## config.mk

```make
export PLATFORM = sky130hd
export DESIGN_NAME = http_chunked_body_decoder
export DESIGN_NICKNAME = d
export VERILOG_FILES = /design/src/hw/rtl/chdec_pkg.sv /design/src/hw/rtl/chdec_core.sv /design/src/hw/rtl/http_chunked_body_decoder.sv
export SDC_FILE = /design/constraint.sdc
export NUM_CORES = 1
export LEC_CHECK = 0
export ABC_CLOCK_PERIOD_IN_PS = 8450
export BUFFER_PORTS_ARGS = -buffer_cell sky130_fd_sc_hd__buf_2
export CAP_MARGIN = 20
export CORE_UTILIZATION = 60
export DETAILED_ROUTE_END_ITERATION = 10
export PLACE_DENSITY = 0.8
export SLEW_MARGIN = 20
export SYNTH_ARGS = -nofsm -noshare
export SYNTH_HDL_FRONTEND = slang
export SYNTH_HIERARCHICAL = 1
export SYNTH_SLANG_ARGS = --single-unit
```

## constraint.sdc

```tcl
create_clock -name clock -period 8.45 [get_ports clock]
set_input_delay 1.69 -clock clock [delete_from_list [all_inputs] [get_ports clock]]
set_output_delay 1.69 -clock clock [all_outputs]
set_load 0.01 [all_outputs]
```

## src/hw/rtl/chdec_pkg.sv

```systemverilog
// Package for the chunked body decoder: transaction structs, parser phase
// and status enums, character constants and the hex digit decode function.
// No dependencies.
package chdec_pkg;

   localparam int LENGTH_BITS_DEFAULT = 32;
   localparam int BODY_LENGTH_BITS    = 32;

   localparam logic [7:0] CH_CR   = 8'h0D;
   localparam logic [7:0] CH_LF   = 8'h0A;
   localparam logic [7:0] CH_TAB  = 8'h09;
   localparam logic [7:0] CH_SP   = 8'h20;
   localparam logic [7:0] CH_SEMI = 8'h3B;

   typedef enum logic [3:0] {
      PH_START     = 4'd0,
      PH_SIZE      = 4'd1,
      PH_EXT       = 4'd2,
      PH_EXT_LF    = 4'd3,
      PH_DATA      = 4'd4,
      PH_DATA_CR   = 4'd5,
      PH_DATA_LF   = 4'd6,
      PH_TRL_START = 4'd7,
      PH_TRL       = 4'd8,
      PH_TRL_LF    = 4'd9,
      PH_END_LF    = 4'd10,
      PH_DONE      = 4'd11,
      PH_ERROR     = 4'd12
   } phase_type;

   typedef enum logic [1:0] {
      ST_BUSY  = 2'd0,
      ST_DONE  = 2'd1,
      ST_ERROR = 2'd2
   } status_type;

   typedef struct packed {
      logic [7:0] in_byte;
      logic       first_byte;
   } req_type;

   typedef struct packed {
      logic [7:0]                  data_byte;
      logic                        data_valid;
      status_type                  status;
      logic [BODY_LENGTH_BITS-1:0] body_length;
   } rsp_type;

   typedef struct packed {
      logic       is_hex;
      logic [3:0] value;
   } hex_type;

   // Decodes an ASCII hex digit in either letter case.
   function automatic hex_type hex_decode(input logic [7:0] c);
      hex_type h;
      h.is_hex = 1'b0;
      h.value  = 4'd0;
      if (c >= 8'h30 && c <= 8'h39) begin
         h.is_hex = 1'b1;
         h.value  = c[3:0];
      end else if ((c >= 8'h61 && c <= 8'h66) || (c >= 8'h41 && c <= 8'h46)) begin
         h.is_hex = 1'b1;
         h.value  = c[3:0] + 4'd9;
      end
      return h;
   endfunction

endpackage

```

## src/hw/rtl/chdec_core.sv

```systemverilog
// Parser core of the chunked body decoder: phase, chunk count and body total
// registers with their next-state logic. Depends on chdec_pkg.
module chdec_core #(
   parameter int LENGTH_BITS = chdec_pkg::LENGTH_BITS_DEFAULT
) (
   input  logic               clock,
   input  logic               reset,
   input  logic               step,
   input  chdec_pkg::req_type item,
   output chdec_pkg::rsp_type result
);

   chdec_pkg::phase_type   phase_ff, phase_in, phase_cur, line_phase;
   logic [LENGTH_BITS-1:0] chunk_ff, chunk_in, chunk_cur;
   logic [LENGTH_BITS-1:0] body_ff, body_in, body_cur;
   logic [LENGTH_BITS:0]   sum;
   chdec_pkg::hex_type     hex;
   logic [7:0]             c;

   // A first byte clears the parser before the byte itself is parsed.
   assign c         = item.in_byte;
   assign hex       = chdec_pkg::hex_decode(c);
   assign phase_cur = item.first_byte ? chdec_pkg::PH_START : phase_ff;
   assign chunk_cur = item.first_byte ? '0 : chunk_ff;
   assign body_cur  = item.first_byte ? '0 : body_ff;

   // End of a size line: a zero size opens the trailer, and a size that would
   // carry the body total out of range is an error.
   assign sum = {1'b0, chunk_cur} + {1'b0, body_cur};
   always_comb begin
      if (chunk_cur == '0) begin
         line_phase = chdec_pkg::PH_TRL_START;
      end else if (sum[LENGTH_BITS]) begin
         line_phase = chdec_pkg::PH_ERROR;
      end else begin
         line_phase = chdec_pkg::PH_DATA;
      end
   end

   always_comb begin
      phase_in = phase_cur;
      chunk_in = chunk_cur;
      body_in  = body_cur;
      case (phase_cur)
         chdec_pkg::PH_START: begin
            if (hex.is_hex) begin
               chunk_in = LENGTH_BITS'(hex.value);
               phase_in = chdec_pkg::PH_SIZE;
            end else begin
               phase_in = chdec_pkg::PH_ERROR;
            end
         end
         chdec_pkg::PH_SIZE: begin
            if (hex.is_hex) begin
               // A nonzero top digit means one more digit would overflow.
               if (chunk_cur[LENGTH_BITS-1 -: 4] != 4'd0) begin
                  phase_in = chdec_pkg::PH_ERROR;
               end else begin
                  chunk_in = {chunk_cur[LENGTH_BITS-5:0], hex.value};
               end
            end else if (c == chdec_pkg::CH_TAB || c == chdec_pkg::CH_SP ||
                         c == chdec_pkg::CH_SEMI) begin
               phase_in = chdec_pkg::PH_EXT;
            end else if (c == chdec_pkg::CH_CR) begin
               phase_in = chdec_pkg::PH_EXT_LF;
            end else if (c == chdec_pkg::CH_LF) begin
               phase_in = line_phase;
            end else begin
               phase_in = chdec_pkg::PH_ERROR;
            end
         end
         chdec_pkg::PH_EXT: begin
            if (c == chdec_pkg::CH_CR) begin
               phase_in = chdec_pkg::PH_EXT_LF;
            end else if (c == chdec_pkg::CH_LF) begin
               phase_in = line_phase;
            end
         end
         chdec_pkg::PH_EXT_LF: begin
            phase_in = (c == chdec_pkg::CH_LF) ? line_phase : chdec_pkg::PH_ERROR;
         end
         chdec_pkg::PH_DATA: begin
            body_in  = body_cur + LENGTH_BITS'(1);
            chunk_in = chunk_cur - LENGTH_BITS'(1);
            if (chunk_cur == LENGTH_BITS'(1)) begin
               phase_in = chdec_pkg::PH_DATA_CR;
            end
         end
         chdec_pkg::PH_DATA_CR: begin
            phase_in = (c == chdec_pkg::CH_CR) ? chdec_pkg::PH_DATA_LF :
                                                 chdec_pkg::PH_ERROR;
         end
         chdec_pkg::PH_DATA_LF: begin
            if (c == chdec_pkg::CH_LF) begin
               phase_in = chdec_pkg::PH_START;
               chunk_in = '0;
            end else begin
               phase_in = chdec_pkg::PH_ERROR;
            end
         end
         chdec_pkg::PH_TRL_START: begin
            if (c == chdec_pkg::CH_CR) begin
               phase_in = chdec_pkg::PH_END_LF;
            end else if (c == chdec_pkg::CH_LF) begin
               phase_in = chdec_pkg::PH_DONE;
            end else begin
               phase_in = chdec_pkg::PH_TRL;
            end
         end
         chdec_pkg::PH_TRL: begin
            if (c == chdec_pkg::CH_CR) begin
               phase_in = chdec_pkg::PH_TRL_LF;
            end else if (c == chdec_pkg::CH_LF) begin
               phase_in = chdec_pkg::PH_TRL_START;
            end
         end
         chdec_pkg::PH_TRL_LF: begin
            phase_in = (c == chdec_pkg::CH_LF) ? chdec_pkg::PH_TRL_START :
                                                 chdec_pkg::PH_ERROR;
         end
         chdec_pkg::PH_END_LF: begin
            phase_in = (c == chdec_pkg::CH_LF) ? chdec_pkg::PH_DONE :
                                                 chdec_pkg::PH_ERROR;
         end
         chdec_pkg::PH_DONE: begin
            phase_in = chdec_pkg::PH_DONE;
         end
         default: begin
            phase_in = chdec_pkg::PH_ERROR;
         end
      endcase
   end

   always_comb begin
      result.data_valid  = (phase_cur == chdec_pkg::PH_DATA);
      result.data_byte   = result.data_valid ? c : 8'd0;
      result.body_length = chdec_pkg::BODY_LENGTH_BITS'(body_in);
      case (phase_in)
         chdec_pkg::PH_DONE:  result.status = chdec_pkg::ST_DONE;
         chdec_pkg::PH_ERROR: result.status = chdec_pkg::ST_ERROR;
         default:             result.status = chdec_pkg::ST_BUSY;
      endcase
   end

   always_ff @(posedge clock) begin
      if (reset) begin
         phase_ff <= chdec_pkg::PH_START;
         chunk_ff <= '0;
         body_ff  <= '0;
      end else if (step) begin
         phase_ff <= phase_in;
         chunk_ff <= chunk_in;
         body_ff  <= body_in;
      end
   end

   // Payload bytes only ever leave from the data phase with a count left.
   a_data_count: assert property (@(posedge clock) disable iff (reset)
      (phase_ff == chdec_pkg::PH_DATA) |-> (chunk_ff != '0))
      else $error("data phase with no payload bytes left");

   // Each payload byte advances the body total by exactly one.
   a_body_step: assert property (@(posedge clock) disable iff (reset)
      (step && result.data_valid) |=> (body_ff == $past(body_cur) + LENGTH_BITS'(1)))
      else $error("body total did not advance with a payload byte");

   // Terminal phases are left only by a first byte; this check covers the done phase.
   a_done_sticky: assert property (@(posedge clock) disable iff (reset)
      (phase_ff == chdec_pkg::PH_DONE && step && !item.first_byte) |=>
      (phase_ff == chdec_pkg::PH_DONE))
      else $error("left the done phase without a first byte");

endmodule

```

## src/hw/rtl/http_chunked_body_decoder.sv

```systemverilog
// Top level of the chunked HTTP body decoder: input register, parser core and
// result register with valid/stall handshakes. Depends on chdec_pkg, chdec_core.
//
//   Channel | Ports                          | Direction | Payload
//   --------+--------------------------------+-----------+-------------------------
//   request | req_valid, req_stall, req_data | in        | chdec_pkg::req_type
//   result  | rsp_valid, rsp_stall, rsp_data | out       | chdec_pkg::rsp_type
//
// Every request transaction yields exactly one result transaction. One byte
// is taken each cycle unless the result side stalls; that rate is set by the
// parser state update, a single pass of phase, chunk count and body total
// logic between the input and result registers. Reset is synchronous and
// active high; it empties both registers and returns the parser to the start
// of a chunk. A stall on the result side holds the result register and backs
// up into the input register, which then stalls the request side.
//
// The decoder reads hex chunk sizes, skips extensions and trailer lines, and
// passes payload bytes through with a running body length. Status reports
// completion after the final empty line, or an error on malformed input or a
// size or body total that does not fit in LENGTH_BITS bits. After completion
// or an error, bytes are ignored until a byte that carries first_byte.
module http_chunked_body_decoder #(
   parameter int LENGTH_BITS = chdec_pkg::LENGTH_BITS_DEFAULT
) (
   input  logic               clock,
   input  logic               reset,
   input  logic               req_valid,
   output logic               req_stall,
   input  chdec_pkg::req_type req_data,
   output logic               rsp_valid,
   input  logic               rsp_stall,
   output chdec_pkg::rsp_type rsp_data
);

   logic               req_valid_ff, req_valid_in;
   chdec_pkg::req_type req_ff;
   logic               rsp_valid_ff, rsp_valid_in;
   chdec_pkg::rsp_type rsp_ff;
   chdec_pkg::rsp_type core_rsp;
   logic               advance;

   // The held byte moves to the result register whenever that register is
   // empty or its transaction is being taken in the same cycle.
   assign advance   = req_valid_ff && !(rsp_valid_ff && rsp_stall);
   assign req_stall = req_valid_ff && !advance;

   always_comb begin
      req_valid_in = req_valid_ff;
      if (!req_stall) begin
         req_valid_in = req_valid;
      end
      rsp_valid_in = rsp_valid_ff;
      if (advance) begin
         rsp_valid_in = 1'b1;
      end else if (!rsp_stall) begin
         rsp_valid_in = 1'b0;
      end
   end

   chdec_core #(
      .LENGTH_BITS(LENGTH_BITS)
   ) u_core (
      .clock  (clock),
      .reset  (reset),
      .step   (advance),
      .item   (req_ff),
      .result (core_rsp)
   );

   always_ff @(posedge clock) begin
      if (reset) begin
         req_valid_ff <= 1'b0;
         rsp_valid_ff <= 1'b0;
      end else begin
         req_valid_ff <= req_valid_in;
         rsp_valid_ff <= rsp_valid_in;
      end
   end

   // Payload registers carry no reset.
   always_ff @(posedge clock) begin
      if (req_valid && !req_stall) begin
         req_ff <= req_data;
      end
      if (advance) begin
         rsp_ff <= core_rsp;
      end
   end

   assign rsp_valid = rsp_valid_ff;
   assign rsp_data  = rsp_ff;

   // A payload byte can only appear while the message is still in progress.
   a_data_busy: assert property (@(posedge clock) disable iff (reset)
      (rsp_valid && rsp_data.data_valid) |-> (rsp_data.status == chdec_pkg::ST_BUSY))
      else $error("payload byte reported with a final status");

   // The request side is stalled only while a byte is held and blocked.
   a_stall_cause: assert property (@(posedge clock) disable iff (reset)
      req_stall |-> (req_valid_ff && rsp_valid_ff && rsp_stall))
      else $error("request stalled without a blocked result");

   // A transaction held in the input register is never dropped.
   a_no_drop: assert property (@(posedge clock) disable iff (reset)
      (req_valid_ff && !advance) |=> req_valid_ff)
      else $error("held request transaction was lost");

   // Nothing is offered on the result side right after reset.
   a_reset_empty: assert property (@(posedge clock) disable iff (reset)
      $past(reset) |-> !rsp_valid)
      else $error("result valid right after reset");

endmodule
```

# [Yosys cells after proc, flatten, opt, wreduce, memory -nomap -nowiden]
# Cells that the tools add are included.
[op_classes] n_addsub=4 order_cmp=6 n_eq_ne=20 mux=34 n_reduce_logical=16
[op_table] operator="two-way mux 32 bit" count=7
[op_table] operator="one-hot mux 32 bit (4 select lines)" count=1
[op_table] operator="two-way mux 4 bit" count=18
[op_table] operator="one-hot mux 4 bit (12 select lines)" count=1
[op_table] operator="adder 32 x 32 -> 33 bit" count=1
[op_table] operator="adder 32 x 1 -> 32 bit (second input constant)" count=1
[op_table] operator="equality test 32 x 1 -> 1 bit (second input constant)" count=1
[op_table] operator="zero test 32 bit" count=1
[op_table] operator="subtractor 32 x 1 -> 32 bit (second input constant)" count=1
[op_table] operator="equality test 4 bit (second input constant)" count=6
[op_table] operator="equality test 8 x 4 -> 1 bit (second input constant)" count=3
[op_table] operator="equality test 4 x 3 -> 1 bit (second input constant)" count=4
[op_table] operator="equality test 8 x 6 -> 1 bit (second input constant)" count=2
[op_table] operator=">= comparator 8 x 7 -> 1 bit (second input constant)" count=2
[op_table] operator="less-or-equal comparator 8 x 7 -> 1 bit (second input constant)" count=2
[op_table] operator="two-way mux 5 bit" count=2
[op_table] operator="equality test 4 x 2 -> 1 bit (second input constant)" count=2
[op_table] operator=">= comparator 8 x 6 -> 1 bit (second input constant)" count=1
[op_table] operator="less-or-equal comparator 8 x 6 -> 1 bit (second input constant)" count=1
[op_table] operator="logical AND 1 bit" count=7
[op_table] operator="adder 4 bit (second input constant)" count=1
[op_table] operator="equality test 4 x 1 -> 1 bit (second input constant)" count=1
[op_table] operator="zero test 4 bit" count=1
[op_table] operator="one-hot mux 2 bit (2 select lines)" count=1
[op_table] operator="other kinds (7)" count=12
[word_totals] reg_bits=122 out_inout_bits=45

# [Longest topological paths before layout]
[logic_depth] ltp_word=11 mapped_depth=16 ltp_nobuf=10

# [Cells and area by module]
# Netlist, hierarchy kept.
[by_module_without_submodules] module="chdec_core" n_inst=1 cells_each=819 area_each_um2=5933.2 seq_area_each_um2=1361.3
[by_module_without_submodules] module="http_chunked_body_decoder" n_inst=1 cells_each=62 area_each_um2=1647.8 seq_area_each_um2=1601.5

# [Worst setup path before layout]
# No wires, ideal clock.
[synth_timing] path_type="input port to flip-flop" from="input port rsp_stall" to="register u_core.chunk_ff[24]" setup_ns=0.074 t_arrival_ns=6.416 slack_ns=1.959 path_stages=6 cell_sequence="a21boi_0 nand2b_1 nor2_2 buf_2 a32oi_1 a31oi_1"
[synth_between] elab_chain_len=3
[synth_rtl] element="from (decl)" line_no="http_chunked_body_decoder.sv:31" text="input logic rsp_stall,"
[synth_rtl] element="logical AND 1 bit" line_no="http_chunked_body_decoder.sv:44" text="assign advance = req_valid_ff && !(rsp_valid_ff && rsp_stall);"
[synth_rtl] element="zero test 1 bit" line_no="http_chunked_body_decoder.sv:44"
[synth_rtl] element="logical AND 1 bit" line_no="http_chunked_body_decoder.sv:44"
[synth_rtl] element="to (signal assigned)" line_no="chdec_core.sv:152" text="chunk_ff <= chunk_in;"
[synth_rtl] element="to (decl)" line_no="chdec_core.sv:14" text="logic [LENGTH_BITS-1:0] chunk_ff, chunk_in, chunk_cur;"
# Every way passes these cells.
# A chain may end at the register's enable or synchronous reset.

==> summary.txt <==
Drt
  – Post-DRT Antenna Nets: 0
  – Avg WL per Cell: 18.5 um
  – DRT iter0 DRCs: roughly 1100
  – Via count: around 7000
  – Final WL: between 20 and 25 mm
  – Drt pass-1 iters: 7
  – DR vias/cell: 6.51
  – Residual DRC count: 0

Critical path
  – Critical Path Source Type: flop
  – Crit path cell chain: buf_4, buf_4, nand2b_1, inv_1, ha_1, a211oi_1, o21ai_0, a311oi_1, o22ai_1, a41o_1, a211oi_1, a311oi_1
  – Worst path max stage delay: about 600 ps
  – CP bufs+invs: 3
  – CP max-delay cell: buf_4
  – CP delay by family, top: compound AO/OA/AOI/OAI gates
  – Crit path required time: 8610 ps
  – Worst Setup End Kind: flop
  – Worst EP arrival: ~4300 ps
  – Crit Path Class: flop to flop
  – Max Fanout on Critical Path: 61

Timing
  – Final Critical Period: between 4000 and 5000 ps
  – Least-Margin Pin Slew: 1110 ps
  – Fmax achieved: roughly 240 MHz
  – Hold Slack: roughly 500 ps
  – Clk_skew: between 7 and 8 ps
  – Final setup viols: 0
  – Relative slew slack: 0.260
  – Final Max Tran Viols: 0
  – Final hold vios: 0
  – Setup TNS: 0 ps
  – Tcrit/Tclk final: 0.487
  – RSZ-0062 raised after global routing: false

Global routing
  – Global-route usage over all layers: 0.320
  – First-pass GRT wire length: approximately 33 mm
  – Met3 usage: 0.0651
  – Vias in the first global route: 6769
  – Pin count of the biggest net entering global routing: slightly above 90
  – M1 GR Usage: 0.416
  – Met2 GRT Util: 0.508
  – GRT Residual Overflow: 0
  – Busiest grt layer: met2
  – Antenna violations before repair: 0

Yosys
  – Post-Syn Instances: about 880
  – Sequential share of the synthesized area: 0.391
  – Number of synthesized flops with an enable pin: between 50 and 60
  – Simple-gate share of the synthesized area: 0.275
  – Synth Cell Area: 7580 sq um
  – Commonest cells in the netlist: nor2_1 (118), nand2_1 (72), dfxtp_1 (70), edfxtp_1 (52), nor2b_1 (49)
  – Cell variety after synth: 83
  – YS warnings: 6
  – Post-synthesis mux area share: 0.00924
  – Synth Area in XOR/XNOR: 0.0381
  – Synth area leader: edfxtp_1
  – Syn_area_per_cell: approximately 8.6 sq um
  – Compound-gate portion of the synthesized area: 0.186
  – Dominant cells by area after synthesis: edfxtp_1 (21%), dfxtp_1 (18%), nor2_1 (5.8%), ha_1 (5.4%), nor2b_1 (4.0%)
  – Share of flip-flops with an asynchronous set or reset: 0
  – Most frequent cell after synthesis: nor2_1
  – Largest family of logic cells by synthesized area: simple AND/OR/NAND/NOR gates
  – Post-Syn Nets: ~930
  – Post-Synth Adder-Cell Area: 0.0558
  – Top cell type's share of synthesized area: 0.206
  – Ys flop type: dfxtp_1
  – Yosys reg bits: between 100 and 150

Floorplan
  – Die ar.: ~13000 sq um
  – Core Region: between 10000 and 15000 sq um
  – Chip height: ~110 um
  – Die Width: approximately 110 um
  – Site Rows: 40
  – Initial core utilization: 0.623
  – IO Pins: 58

CTS
  – CTS clk-pin slew, worst paths: ~60 ps
  – CTS Sinks: around 120
  – CTS tree: done
  – Total CTS buffers: 17
  – Number of setup buffers added after CTS: 0
  – H-Tree Depth: 4
  – Root buf cell: clkbuf_16
  – Post-cts repair resize count: 0
  – Hold-fix buffers, CTS: 0
  – Clk buf depth: 2
  – Later-pin clock latency in the skew report: 430 ps

Finish
  – Area growth syn-to-layout: 10.8%
  – Share of cells above drive strength 1: 0.127
  – Fin nets: between 900 and 1000
  – Antenna Cells: 0

Placement
  – RePlAce Congestion: between 0.9 and 1
  – I/O Buffers: 57
  – Post-DP HPWL: between 10 and 15 mm

Min path
  – Worst min path class: flop to flop

Power and ir drop
  – PD cells: around 170 nW/um^2
  – Maximum vdd drop: ~0.1 mV
  – P_leak: 3.20 nW

Run
  – Max Cap Viol: 0

Run status
  – Status: finished, final reports clean
[metrics by stage]
| step | instances | util | setup slack (ps) | cell area (sq um) | power [mW] |
|---|---|---|---|---|---|
| global placement | 1059 | 0.649 | 4340 | 7900 | 0.808 |
| global route | 1090 | 0.691 | 4110 | 8400 | 1.48 |
| floorplan | 881 | - | 1960 | 7580 | 0.771 |
| CTS | 1090 | 0.691 | 4430 | 8400 | 1.44 |
| finish | 1090 | 0.691 | 4340 | 8400 | 1.44 |
| detailed placement | 1059 | 0.649 | 4240 | 7900 | 0.812 |
[tightest hold or removal path, cell delays in order, from the launching register on]
cell,delay [ps]
dfxtp_1,320
nand2_1,60
a21oi_1,60
[where the power goes]
| part | internal [mW] | switching (mW) | total, mW |
|---|---|---|---|
| Sequential | 0.636 | 0.0181 | 0.654 |
| Combinational | 0.0496 | 0.101 | 0.151 |
| Clock | 0.374 | 0.259 | 0.633 |
| Total | 1.06 | 0.378 | 1.44 |
[kinds of logic (layout without fill, tap and decap cells)]
family	Yosys count	in the layout
xor gates and xnor gates	33	33
and+or+nand+nor	396	396
DFF	122	122
adders and majority gates	34	34
buffers and inverters	80	121
muxes	7	7
AOI/OAI and AO/OA	209	209
[metal layers]
layer  share of wire  routed length [um]
met3           0.071                1430
met4           0.025                 508
met5               0                   0
met1            0.43                8690
met2            0.47                9570
[state kept, by name, summed over array words and instances (netlist names)]
name and count:
rsp_data 43, req_ff 9, u_core/phase_ff 4, u_core/body_ff 32, rsp_valid 1, u_core/chunk_ff 32, req_valid_ff 1
[cells in the final DEF, fill, tap and decap left out, types with 18 or more instances in the layout]
master	instances
nor2_1	118
nand2_1	72
dfxtp_1	70
buf_2	57
edfxtp_1	52
nor2b_1	49
a21oi_1	47
o21ai_0	43
ha_1	33
nor3_1	30
inv_1	25
xnor2_1	19
nand3_1	18
[cell type report]
cell class              count  area (sq um)
multi-input cells         679          4290
fillers                   961          3760
flip-flops and latches    122          2960
repair buffers             64           338
clock buffers              21           450
clock inverters            10          53.8
inverters                  26          97.6
well taps                 168           210
[path summary, 6_finish.rpt]
| check | start | endpoint | slack (ps) | cells after the start |
|---|---|---|---|---|
| setup / recovery | req_ff[0]$_DFFE_PP_ | rsp_data[32]$_DFFE_PP_ | 4340 | 12 |
| hold / removal | u_core/body_ff[17]$_SDFFE_PP0P_ | u_core/body_ff[17]$_SDFFE_PP0P_ | 490 | 2 |
| setup reg to reg | req_ff[0]$_DFFE_PP_ | rsp_data[32]$_DFFE_PP_ | 4340 | 12 |
| hold reg to reg | u_core/body_ff[17]$_SDFFE_PP0P_ | u_core/body_ff[17]$_SDFFE_PP0P_ | 490 | 2 |
Note: power is estimated with default switching activity, not from simulation.
